--- src/hdl/rtpl_pkg.sv ---
// Shared constants and types of the ramped two-pole low-pass block.
`default_nettype none
package rtpl_pkg;

	localparam logic [30:0] Q30_ONE = 31'h4000_0000;
	localparam logic [16:0] Q16_ONE = 17'h1_0000;
	localparam logic [6:0]  REFRESH_INTERVAL = 7'd64;
	localparam logic [13:0] RAMP_MIN = 14'd400;
	localparam logic [13:0] RAMP_MAX = 14'd9600;
	localparam logic [13:0] RAMP_RESET = 14'd2205;
	localparam int DIV_BITS = 44;
	localparam int DIV_CNT_W = $clog2(DIV_BITS + 1);

	localparam logic [1:0] CFG_ALPHA = 2'd0;
	localparam logic [1:0] CFG_WET = 2'd1;
	localparam logic [1:0] CFG_RAMP = 2'd2;
	localparam logic [1:0] CFG_CHANNELS = 2'd3;

	typedef struct packed {
		logic                start;
		logic [DIV_BITS-1:0] dividend;
		logic [13:0]         divisor;
	} div_req_t;

	typedef struct packed {
		logic        start;
		logic        clear;
		logic        primed;
		logic [30:0] alpha;
		logic [16:0] wet;
	} lane_ctl_t;

endpackage
`default_nettype wire

--- src/hdl/rtpl_div.sv ---
// Restoring divider, one quotient bit per cycle, for the ramp interpolation.
`default_nettype none
module rtpl_div (
	input  wire logic              clk,
	input  wire logic              arst_n,
	input  wire rtpl_pkg::div_req_t req,
	output logic                   done,
	output logic [rtpl_pkg::DIV_BITS-1:0] quotient
);
	import rtpl_pkg::*;

	logic [13:0]          rem_q;
	logic [13:0]          dsr_q;
	logic [DIV_BITS-1:0]  quo_q;
	logic [DIV_CNT_W-1:0] cnt_q;
	logic                 busy_q;
	logic                 done_q;
	logic [14:0]          trial;
	logic [14:0]          diff;

	always_comb begin
		trial = {rem_q, quo_q[DIV_BITS-1]};
		diff = trial - {1'b0, dsr_q};
	end

	always_ff @(posedge clk or negedge arst_n) begin
		if (!arst_n) begin
			busy_q <= 1'b0;
			done_q <= 1'b0;
			cnt_q <= '0;
		end else begin
			done_q <= 1'b0;
			if (req.start) begin
				busy_q <= 1'b1;
				cnt_q <= '0;
			end else if (busy_q) begin
				cnt_q <= cnt_q + 1'b1;
				if (cnt_q == DIV_CNT_W'(DIV_BITS - 1)) begin
					busy_q <= 1'b0;
					done_q <= 1'b1;
				end
			end
		end
	end

	always_ff @(posedge clk) begin
		if (req.start) begin
			rem_q <= '0;
			dsr_q <= req.divisor;
			quo_q <= req.dividend;
		end else if (busy_q) begin
			if (!diff[14]) begin
				rem_q <= diff[13:0];
			end else begin
				rem_q <= trial[13:0];
			end
			quo_q <= {quo_q[DIV_BITS-2:0], ~diff[14]};
		end
	end

	assign done = done_q;
	assign quotient = quo_q;
endmodule
`default_nettype wire

--- config.mk ---
export PLATFORM = sky130hd
export DESIGN_NAME = rtpl_div
export DESIGN_NICKNAME = d
export VERILOG_FILES = /design/src/hdl/rtpl_pkg.sv /design/src/hdl/rtpl_div.sv
export SDC_FILE = /design/constraint.sdc
export NUM_CORES = 1
export LEC_CHECK = 0
export BUFFER_PORTS_ARGS = -buffer_cell sky130_fd_sc_hd__buf_2
export CORE_ASPECT_RATIO = 1.4
export CORE_MARGIN = 2
export CORE_UTILIZATION = 48
export CTS_CLUSTER_DIAMETER = 80
export DETAILED_ROUTE_END_ITERATION = 8
export PLACE_DENSITY = 0.82
export RECOVER_POWER = 100
export SETUP_SLACK_MARGIN = 0.05
export SYNTH_ARGS = -nofsm -noshare
export SYNTH_HDL_FRONTEND = slang
export SYNTH_SLANG_ARGS = --single-unit
--- constraint.sdc ---
create_clock -name clk -period 2.7 [get_ports clk]
set_clock_uncertainty 0.1 [all_clocks]
set_input_delay 0.27 -clock clk [delete_from_list [all_inputs] [get_ports clk]]
set_output_delay 0.27 -clock clk [all_outputs]
set_load 0.05 [all_outputs]
==> impl_metrics.env, run 1 <==
export IMPL_ys_warn_count=0
export IMPL_synthTopCellsByArea="edfxtp_1 (44%), mux2_2 (13%), dfxtp_1 (7.1%)"
export IMPL_p_leak_nw=2.08
export IMPL_yosysTopAreaCell="edfxtp_1"
export IMPL_clockBufferDepth=2
export IMPL_syn_area_per_cell_um2=12.9
export IMPL_syn_nets=383
export IMPL_dieArea_um2=8980
export IMPL_synth_ff_type="edfxtp_1"
export IMPL_placed_cells_incl_taps=516
export IMPL_maxCapViolCount=0
export IMPL_cts_tree="built"
export IMPL_cts_max_level=3
export IMPL_cp_max_fo=3
export IMPL_ys_ff_latch=80
export IMPL_via_per_inst=5.41
export IMPL_timing_hold_ws_ns=0.00919
export IMPL_finalWeightedCongestion=0.868
export IMPL_die_y_um=111
export IMPL_synth_top_cell_area_share_pct=44.1
export IMPL_start_kind="flip-flop"
export IMPL_arrival_ns=2.86
export IMPL_switching_power_w=0.00151
export IMPL_grt_pass1_vias=3028
export IMPL_firstDrtPassIters=4
export IMPL_syn_inst=306
export IMPL_grt_pass1_wl_um=14000
export IMPL_synth_area_um2=3950
export IMPL_reg2reg_slack_ns=-0.03
export IMPL_power_density_nw_per_um2=877
export IMPL_rr_worst_depth=9
export IMPL_synth_edff_count=58
export IMPL_path_depth=9
export IMPL_endpoint_kind="flip-flop"
export IMPL_clkTransAtPathRegs_ns=0.06
export IMPL_slew_headroom_pct=11.3
export IMPL_num_fill_cells=690
export IMPL_utilization_pct=61.2
export IMPL_fp_row_count=39
export IMPL_cp_slowest_cell="edfxtp_1"
export IMPL_timing_final_ws_setup_ns=-0.0345
export IMPL_worst_skew_pair_late_latency_ns=0.34
export IMPL_failed_checks="negative setup slack"
export IMPL_globalRouteOverflowTotal=0
export IMPL_crit_start="dsr_q[0]"
export IMPL_setup_viol=4
export IMPL_period_share_pct=101
export IMPL_cts_buffers_inserted=9
export IMPL_cts_sinks=80
export IMPL_ant_nets=0
export IMPL_worst_setup_path_type="reg -> reg"
export IMPL_status="finished, violations left"
export IMPL_clkPwrFrac_pct=26.0
export IMPL_nNetsFinal=505
export IMPL_die_x_um=80.7
export IMPL_place_hpwl_um=6310
export IMPL_crit_buf_inv=0
export IMPL_max_stage_delay_ns=0.42
export IMPL_intPower_w=0.00283
export IMPL_rsz0062_at_grt="true"
export IMPL_grt_start_max_net_pins=45
export IMPL_min_path_type="in -> reg"
export IMPL_reg2reg_to="rem_q[12]"
export IMPL_ys_seq_area_share_pct=56.2
export IMPL_async_reset_ff_share_pct=10.0
export IMPL_required_ns=2.82
export IMPL_drt_initial_drc_count=93
export IMPL_slew_viol_final=0
export IMPL_synth_cell_types=51
export IMPL_area_growth_syn_to_layout_pct=25.4
export IMPL_antenna_found_initial=0
export IMPL_critPathTopFamily="compound AO/OA/AOI/OAI gates"
export IMPL_antenna_cells=0
export IMPL_seq_power_share_pct=37.8
export IMPL_period_needed_ns=2.73
export IMPL_avgRoutedWirePerCell_um=16.3
export IMPL_vias=2893
export IMPL_crit_top_cell="a211o_1"
export IMPL_final_hold_viol_count=0
export IMPL_core_area_um2=8100
export IMPL_vdd_ir_drop_max_mv=0.511
export IMPL_layout_common_cells="edfxtp_1 (58), buf_2 (58), clkbuf_1 (49)"
export IMPL_ctsRootBufferMaster="clkbuf_16"
export IMPL_rr_startpoint="dsr_q[0]"
export IMPL_fmax_mhz=366
export IMPL_p_sw_share_pct=34.8
export IMPL_cp_endpoint="rem_q[12]"
export IMPL_drc=0
export IMPL_layout_cells_non_filler=535
export IMPL_routed_wl_um=8710
export IMPL_power_frac_comb_pct=36.2
export IMPL_start_util_pct=48.8
export IMPL_track_usage_pct=20.2
export IMPL_io_pins=106
export IMPL_io_buffers=105
export IMPL_tightest_slew_ns=1.33
export IMPL_path_cells="ha_4 > fa_2 > and2b_2 > o211ai_1 > a211o_1 > a211o_1 > a31oi_1 > a41o_1 > a211oi_2"
export IMPL_drive_above_1_share_pct=34.9
[registers in the layout, indices dropped and copies added, names as in the netlist]
signal,count
cnt_q,6
dsr_q,14
done,1
rem_q,14
busy_q,1
quotient,44
[cell usage after synthesis, types with 8 or more instances]
cell type and n:
nor2_1 22, a21oi_1 11, dfxtp_1 14, mux2i_1 9, dfrtp_1 8, mux2_2 45, xnor2_1 8, nand2_1 10
ha_1 15, a211oi_1 8, o21ai_0 9, clkbuf_1 8, edfxtp_1 58, inv_1 20
[cell families (layout without fill, tap and decap cells)]
| family | Yosys count | in the layout | share of synthesized area [%] |
|---|---|---|---|
| XOR/XNOR | 13 | 13 | 2.88 |
| AND/OR/NAND/NOR | 61 | 61 | 8.23 |
| multiplexers | 54 | 54 | 15.1 |
| AO/OA/AOI/OAI | 51 | 51 | 8.90 |
| flip-flops | 80 | 80 | 56.2 |
| buffers and inverters | 31 | 158 | 3.39 |
| adder cells (fa/ha/maj) | 16 | 16 | 5.26 |
[stage by stage]
step	setup TNS (ns)	instance area (um2)	total power, W	worst slack [ns]
after global routing	-1.13	4960	0.00455	-0.118
after floorplan	-3.33	3970	0.00279	-0.369
after global placement	0	4660	0.00309	0.0276
after detailed placement	-0.189	4660	0.00314	-0.0608
after CTS	-0.381	4960	0.00428	-0.0736
final	-0.0984	4960	0.00435	-0.0345
[cell type report]
type                    instances  area (um2)  share of cell area, %
clock buffers                  11         243                   4.90
clock inverters                 5        33.8                  0.682
inverters                      20        75.1                   1.51
multi-input cells             195        1660                   33.4
flip-flops and latches         80        2220                   44.8
well taps                     102         128                   2.58
repair buffers                122         598                   12.1
[how the worst min path moves through the flow]
stage | start | to | slack [ns] | depth (start not counted)
6_report | req[10] | dsr_q[10] | 0.009 | 1
5_1_grt | req[1] | dsr_q[1] | 0.002 | 1
4_1_cts | req[5] | dsr_q[5] | 0.001 | 1
3_5_place_dp | arst_n | cnt_q[3] | 0.02 | 1
3_3_place_gp | arst_n | cnt_q[5] | 0.02 | 1
2_1_floorplan | arst_n | busy_q | -0.13 | 0
[what timing repair did]
action,4_1_cts,5_1_grt
gates cloned,0,0
buffers inserted,1,1
resized for setup,1,11
pin swaps,4,3
hold endpoints to repair,8,0
endpoints found under the setup margin,13,15
hold buffers,1,0
[per-layer routing]
metal  wire length, um  vias to the layer above  global-route usage [%]
li1                  -                     1385                       -
met1              3430                     1362                    24.2
met2              4410                      123                    33.2
met3               612                       23                    6.48
met4               257                        0                    8.47
met5                 0                        -                       0
[worst register-to-register path, stage by stage, from the launching register on]
cell	delay (ns)
edfxtp_1	0.42
ha_4	0.19
fa_2	0.33
and2b_2	0.22
o211ai_1	0.11
a211o_1	0.31
a211o_1	0.32
a31oi_1	0.33
a41o_1	0.26
a211oi_2	0.04
[power by group through the flow]
| stage | clock [W] | sequential (W) | combinational (W) |
|---|---|---|---|
| floorplan | 0 | 0.00190 | 0.000888 |
| finish | 0.00113 | 0.00164 | 0.00158 |
| global placement | 0 | 0.00165 | 0.00144 |
| CTS | 0.00114 | 0.00164 | 0.00150 |
| detailed placement | 0 | 0.00166 | 0.00148 |
| global route | 0.00119 | 0.00166 | 0.00170 |
(Power assumes the default switching activity.)
==> inputs of run 2 (changes only) <==
CTS_CLUSTER_DIAMETER = 120   (was 80)
TNS_END_PERCENT = 5   (was not set)
==> run 2 against run 1 <==
Hold slack got worse by 0.0044 ns. Sequential power barely moved. The flow still finishes with violations (negative setup slack). Via count fell by 0.59%. Highest routed layer unchanged.
==> impl_metrics.env, run 2 (synthesis gave the netlist of run 1 again) <==
export IMPL_status="finished, violations left"
export IMPL_failed_checks="negative setup slack"
export IMPL_io_pins=106
export IMPL_vdd_ir_drop_max_mv=0.513
export IMPL_worst_setup_path_type="reg -> reg"
export IMPL_avgRoutedWirePerCell_um=15.4
export IMPL_finalSetupTns_ns=-0.0591
export IMPL_cts_buffers_inserted=9
export IMPL_period_needed_ns=2.73
export IMPL_die_x_um=80.7
export IMPL_worst_skew_pair_late_latency_ns=0.34
export IMPL_start_kind="flip-flop"
export IMPL_fmax_mhz=366
export IMPL_rsz0062_at_grt="true"
export IMPL_p_leak_nw=2.06
export IMPL_via_per_inst=5.39
export IMPL_grt_pass1_wl_um=13400
export IMPL_ant_nets=0
export IMPL_cts_sinks=80
export IMPL_die_y_um=111
export IMPL_antenna_cells=0
export IMPL_largest_register_ffs=44
export IMPL_setup_viol=3
export IMPL_tightest_slew_ns=1.06
export IMPL_finalWeightedCongestion=0.859
export IMPL_clockBufferDepth=2
export IMPL_clkTransAtPathRegs_ns=0.06
export IMPL_endpoint_kind="flip-flop"
export IMPL_fp_row_count=39
export IMPL_final_hold_viol_count=0
export IMPL_core_area_um2=8100
export IMPL_maxCapViolCount=0
export IMPL_period_share_pct=101
export IMPL_place_hpwl_um=6090
export IMPL_cts_max_level=3
export IMPL_cp_slowest_cell="edfxtp_1"
export IMPL_track_usage_pct=19.5
export IMPL_arrival_ns=2.85
export IMPL_drive_above_1_share_pct=34.3
export IMPL_path_cells="inv_1 > ha_2 > fa_2 > and2b_2 > o211ai_1 > a211o_1 > a211o_1 > nand3_4 > mux2_2 > a22o_1"
export IMPL_nNetsFinal=504
export IMPL_post_place_ws_ns=-0.0610
export IMPL_power_density_nw_per_um2=855
export IMPL_area_growth_syn_to_layout_pct=24.5
export IMPL_dieArea_um2=8980
export IMPL_io_buffers=105
export IMPL_required_ns=2.82
export IMPL_grt_start_max_net_pins=45
export IMPL_min_path_type="in -> reg"
export IMPL_vias=2876
export IMPL_grt_pass1_vias=3087
export IMPL_antenna_found_initial=0
export IMPL_drc=0
export IMPL_routed_wl_um=8240
export IMPL_cts_tree="built"
export IMPL_mostFrequentLayoutCell="buf_2"
export IMPL_num_fill_cells=690
export IMPL_layout_common_cells="buf_2 (59), edfxtp_1 (58), clkbuf_1 (47)"
export IMPL_ctsRootBufferMaster="clkbuf_16"
export IMPL_drt_initial_drc_count=180
export IMPL_timing_final_ws_setup_ns=-0.0293
export IMPL_max_stage_delay_ns=0.35
export IMPL_start_util_pct=48.8
export IMPL_crit_top_cell="a211o_1"
export IMPL_cp_max_fo=4
export IMPL_slew_viol_final=0
export IMPL_globalRouteOverflowTotal=0
export IMPL_slew_headroom_pct=29.4
export IMPL_firstDrtPassIters=4
run 2: cell types whose count changed in the layout (fill, tap and decap cells not counted), moves of 2 or more:
cell,previous run,this run
buf_4,13,10
o21ai_1,0,2
dlygate4sd3_1,1,3
mux2_2,42,45
mux2_4,2,0
clkbuf_1,49,47
mux2i_2,0,2
run 2: where the power goes:
group	switching, W	internal, W	total [W]
registers	0.000119	0.00151	0.00163
logic	0.000867	0.000631	0.00150
clock network	0.000464	0.000615	0.00108
total	0.00145	0.00276	0.00421
run 2: path summary, 6_finish.rpt:
check | from | to | slack (ns) | depth (start not counted)
max in group asynchronous | arst_n | cnt_q[3] | 1.92 | 2
worst min register to register | rem_q[9] | rem_q[10] | 0.40 | 2
worst max register to register | quotient[43] | rem_q[2] | -0.03 | 10
min in group asynchronous | arst_n | cnt_q[1] | 0.28 | 2
worst max-delay path | quotient[43] | rem_q[2] | -0.03 | 10
worst min-delay path | req[10] | dsr_q[10] | 0.005 | 1
run 2: layer usage:
metal	global-route usage [%]	wire (um)	vias to the layer above
li1	-	-	1387
met1	21.7	3230	1357
met2	33.0	4160	118
met3	5.67	669	14
met4	10.2	185	0
met5	0	0	-
run 2: through the flow:
step	hold slack, ns	std cells	area, um2	utilization, %	total power, W
floorplan	-0.126	306	3960	-	0.00278
global placement	0.0195	513	4660	57.5	0.00307
detailed placement	0.0196	513	4660	57.5	0.00311
CTS	0.000616	533	4960	61.2	0.00420
global route	0.00213	534	4920	60.8	0.00442
finish	0.00475	534	4920	60.8	0.00421
run 2: timing repair:
| item | in CTS | in global routing |
|---|---|---|
| buffers inserted | 2 | 0 |
| hold endpoints to repair | 9 | 1 |
| hold buffers | 2 | 1 |
| endpoints found under the setup margin | 14 | 15 |
| gates resized for setup | 1 | 7 |
| pin swaps | 3 | 5 |
run 2: final cells by class:
class | count | area [um2] | share of cell area, %
flip-flops and latches | 80 | 2220 | 45.2
well taps | 102 | 128 | 2.59
multi-input cells | 195 | 1620 | 33.0
repair buffers | 121 | 609 | 12.4
inverters | 20 | 75.1 | 1.53
clock buffers | 10 | 229 | 4.65
clock inverters | 6 | 36.3 | 0.737
run 2: critical path, delay by kind of cell, from the launching register on:
family                     cells  cell delay, ns
AOI/OAI and AO/OA              4            0.92
adders and majority gates      2            0.52
buffers and inverters          1            0.06
DFF                            1            0.35
muxes                          1            0.33
and+or+nand+nor                2            0.34
==> inputs of run 3 (changes only) <==
CORE_UTILIZATION = 55   (was 48)
HOLD_SLACK_MARGIN = 0.08   (was not set)
PLACE_DENSITY = 0.88   (was 0.82)
SLEW_MARGIN = 5   (was not set)
clock period = 3.45 ns   (was 2.7 ns; I/O delays follow)
==> run 3 against run 2 <==
The run ends with max-capacitance violations, max-slew violations left. Fmax shrank 11%. Non-clock buffer count grew 3. Sequential power shrank 22%. Worst setup slack gained 0.42 ns. Hold slack gained 0.19 ns. Critical path depth is the same. Sequential share of layout area grew 0.84 points. Utilization grew 8.4 points. Die area shrank 12%. Critical path type unchanged.
==> impl_metrics.env, run 3 (synthesis gave the netlist of run 1 again) <==
export IMPL_track_usage_pct=21.3
export IMPL_reg2reg_slack_ns=0.39
export IMPL_fmax_mhz=327
export IMPL_ant_nets=0
export IMPL_min_path_type="in -> reg"
export IMPL_io_buffers=105
export IMPL_drive_above_1_share_pct=29.0
export IMPL_rsz0062_at_grt="false"
export IMPL_slew_viol_final=77
export IMPL_power_density_nw_per_um2=624
export IMPL_status="finished, violations left"
export IMPL_required_ns=3.59
export IMPL_setup_viol=0
export IMPL_globalRouteOverflowTotal=0
export IMPL_finalSetupTns_ns=0
export IMPL_worst_skew_pair_late_latency_ns=0.35
export IMPL_firstDrtPassIters=4
export IMPL_die_y_um=104
export IMPL_drt_initial_drc_count=104
export IMPL_cts_max_level=3
export IMPL_num_fill_cells=503
export IMPL_slew_headroom_pct=-14.8
export IMPL_dieArea_um2=7890
export IMPL_rr_startpoint="quotient[43]"
export IMPL_cp_max_fo=13
export IMPL_area_growth_syn_to_layout_pct=22.3
export IMPL_period_share_pct=88.6
export IMPL_fp_row_count=36
export IMPL_cts_setup_buffers=0
export IMPL_cts_sinks=80
export IMPL_period_needed_ns=3.06
export IMPL_endpoint_kind="flip-flop"
export IMPL_worst_setup_path_type="reg -> reg"
export IMPL_grt_start_max_net_pins=77
export IMPL_reg2reg_to="rem_q[2]"
export IMPL_arrival_ns=3.19
export IMPL_start_util_pct=56.6
export IMPL_antenna_cells=0
export IMPL_avgRoutedWirePerCell_um=14.6
export IMPL_antenna_found_initial=0
export IMPL_clockBufferDepth=2
export IMPL_cts_tree="built"
export IMPL_place_hpwl_um=5510
export IMPL_tightest_slew_ns=1.72
export IMPL_crit_start="quotient[43]"
export IMPL_rr_worst_depth=10
export IMPL_grt_pass1_vias=2818
export IMPL_vdd_ir_drop_max_mv=0.396
export IMPL_final_hold_viol_count=0
export IMPL_grt_pass1_wl_um=12800
export IMPL_via_per_inst=5.31
export IMPL_p_leak_nw=2.01
export IMPL_layout_common_cells="edfxtp_1 (58), buf_2 (58), clkbuf_1 (53)"
export IMPL_routed_wl_um=7760
export IMPL_cp_endpoint="rem_q[2]"
export IMPL_ctsRootBufferMaster="clkbuf_8"
export IMPL_io_pins=106
export IMPL_failed_checks="max-capacitance violations, max-slew violations"
export IMPL_start_kind="flip-flop"
export IMPL_cts_buffers_inserted=9
export IMPL_drc=0
export IMPL_largest_register_ffs=44
export IMPL_nNetsFinal=507
export IMPL_total_power_w=0.00301
export IMPL_min_delay_start="req[42]"
export IMPL_maxCapViolCount=1
export IMPL_core_area_um2=6980
export IMPL_die_x_um=75.6
export IMPL_clkTransAtPathRegs_ns=0.08
export IMPL_vias=2813
export IMPL_finalWeightedCongestion=0.866
-- run 3: where the power goes --
part | switching (W) | leakage [nW] | internal (W)
sequential | 0.0000900 | 0.823 | 0.00118
clock | 0.000326 | 0.0839 | 0.000336
combinational | 0.000638 | 1.11 | 0.000441
-- run 3: through the flow --
| stage | hold slack [ns] | utilization, % | cell area, um2 | setup WS [ns] | cells |
|---|---|---|---|---|---|
| floorplan | -0.0506 | - | 3950 | 0.296 | 306 |
| global placement | 0.0896 | 65.4 | 4570 | 0.514 | 499 |
| detailed placement | 0.0920 | 65.4 | 4570 | 0.412 | 499 |
| CTS | 0.173 | 70.2 | 4900 | 0.390 | 530 |
| global route | 0.182 | 69.2 | 4830 | 0.243 | 530 |
| finish | 0.194 | 69.2 | 4830 | 0.394 | 530 |
-- run 3: layout make-up --
class	count	area, um2	share of cell area, %
clock inverters	3	45.0	0.932
multi-input cells	195	1590	33.0
flip-flops and latches	80	2220	46.0
clock buffers	13	139	2.87
inverters	20	75.1	1.55
repair buffers	124	637	13.2
well taps	95	119	2.46
-- run 3: worst min-delay path by stage --
stage                    to  slack [ns]  cells past startpoint
5_1_grt        quotient[17]        0.18                      2
3_3_place_gp       cnt_q[5]        0.09                      1
6_report       quotient[28]        0.19                      2
3_5_place_dp       cnt_q[5]        0.09                      1
2_1_floorplan        busy_q       -0.05                      0
4_1_cts        quotient[28]        0.17                      2
-- run 3: repair_timing --
item	4_1_cts	5_1_grt
hold buffers	15	0
hold endpoints to repair	22	0
gates resized for setup	0	0
-- run 3: critical path: stages (launching register included) --
cell      delay, ns
edfxtp_1       0.36
inv_1          0.06
ha_1           0.23
fa_1           0.40
and2b_2        0.24
o211ai_1       0.12
a211o_1        0.31
a211o_1        0.35
nand3_4        0.22
mux2_2         0.36
a22o_1         0.19
-- run 3: layer usage --
metal  GRT usage (%)  share of wire (%)  up-vias
met5               0                  0        -
met4            8.65                1.8        0
met3            8.24                7.1       12
met2            33.6                 49       89
met1            25.5                 42     1319
li1                -                  -     1393
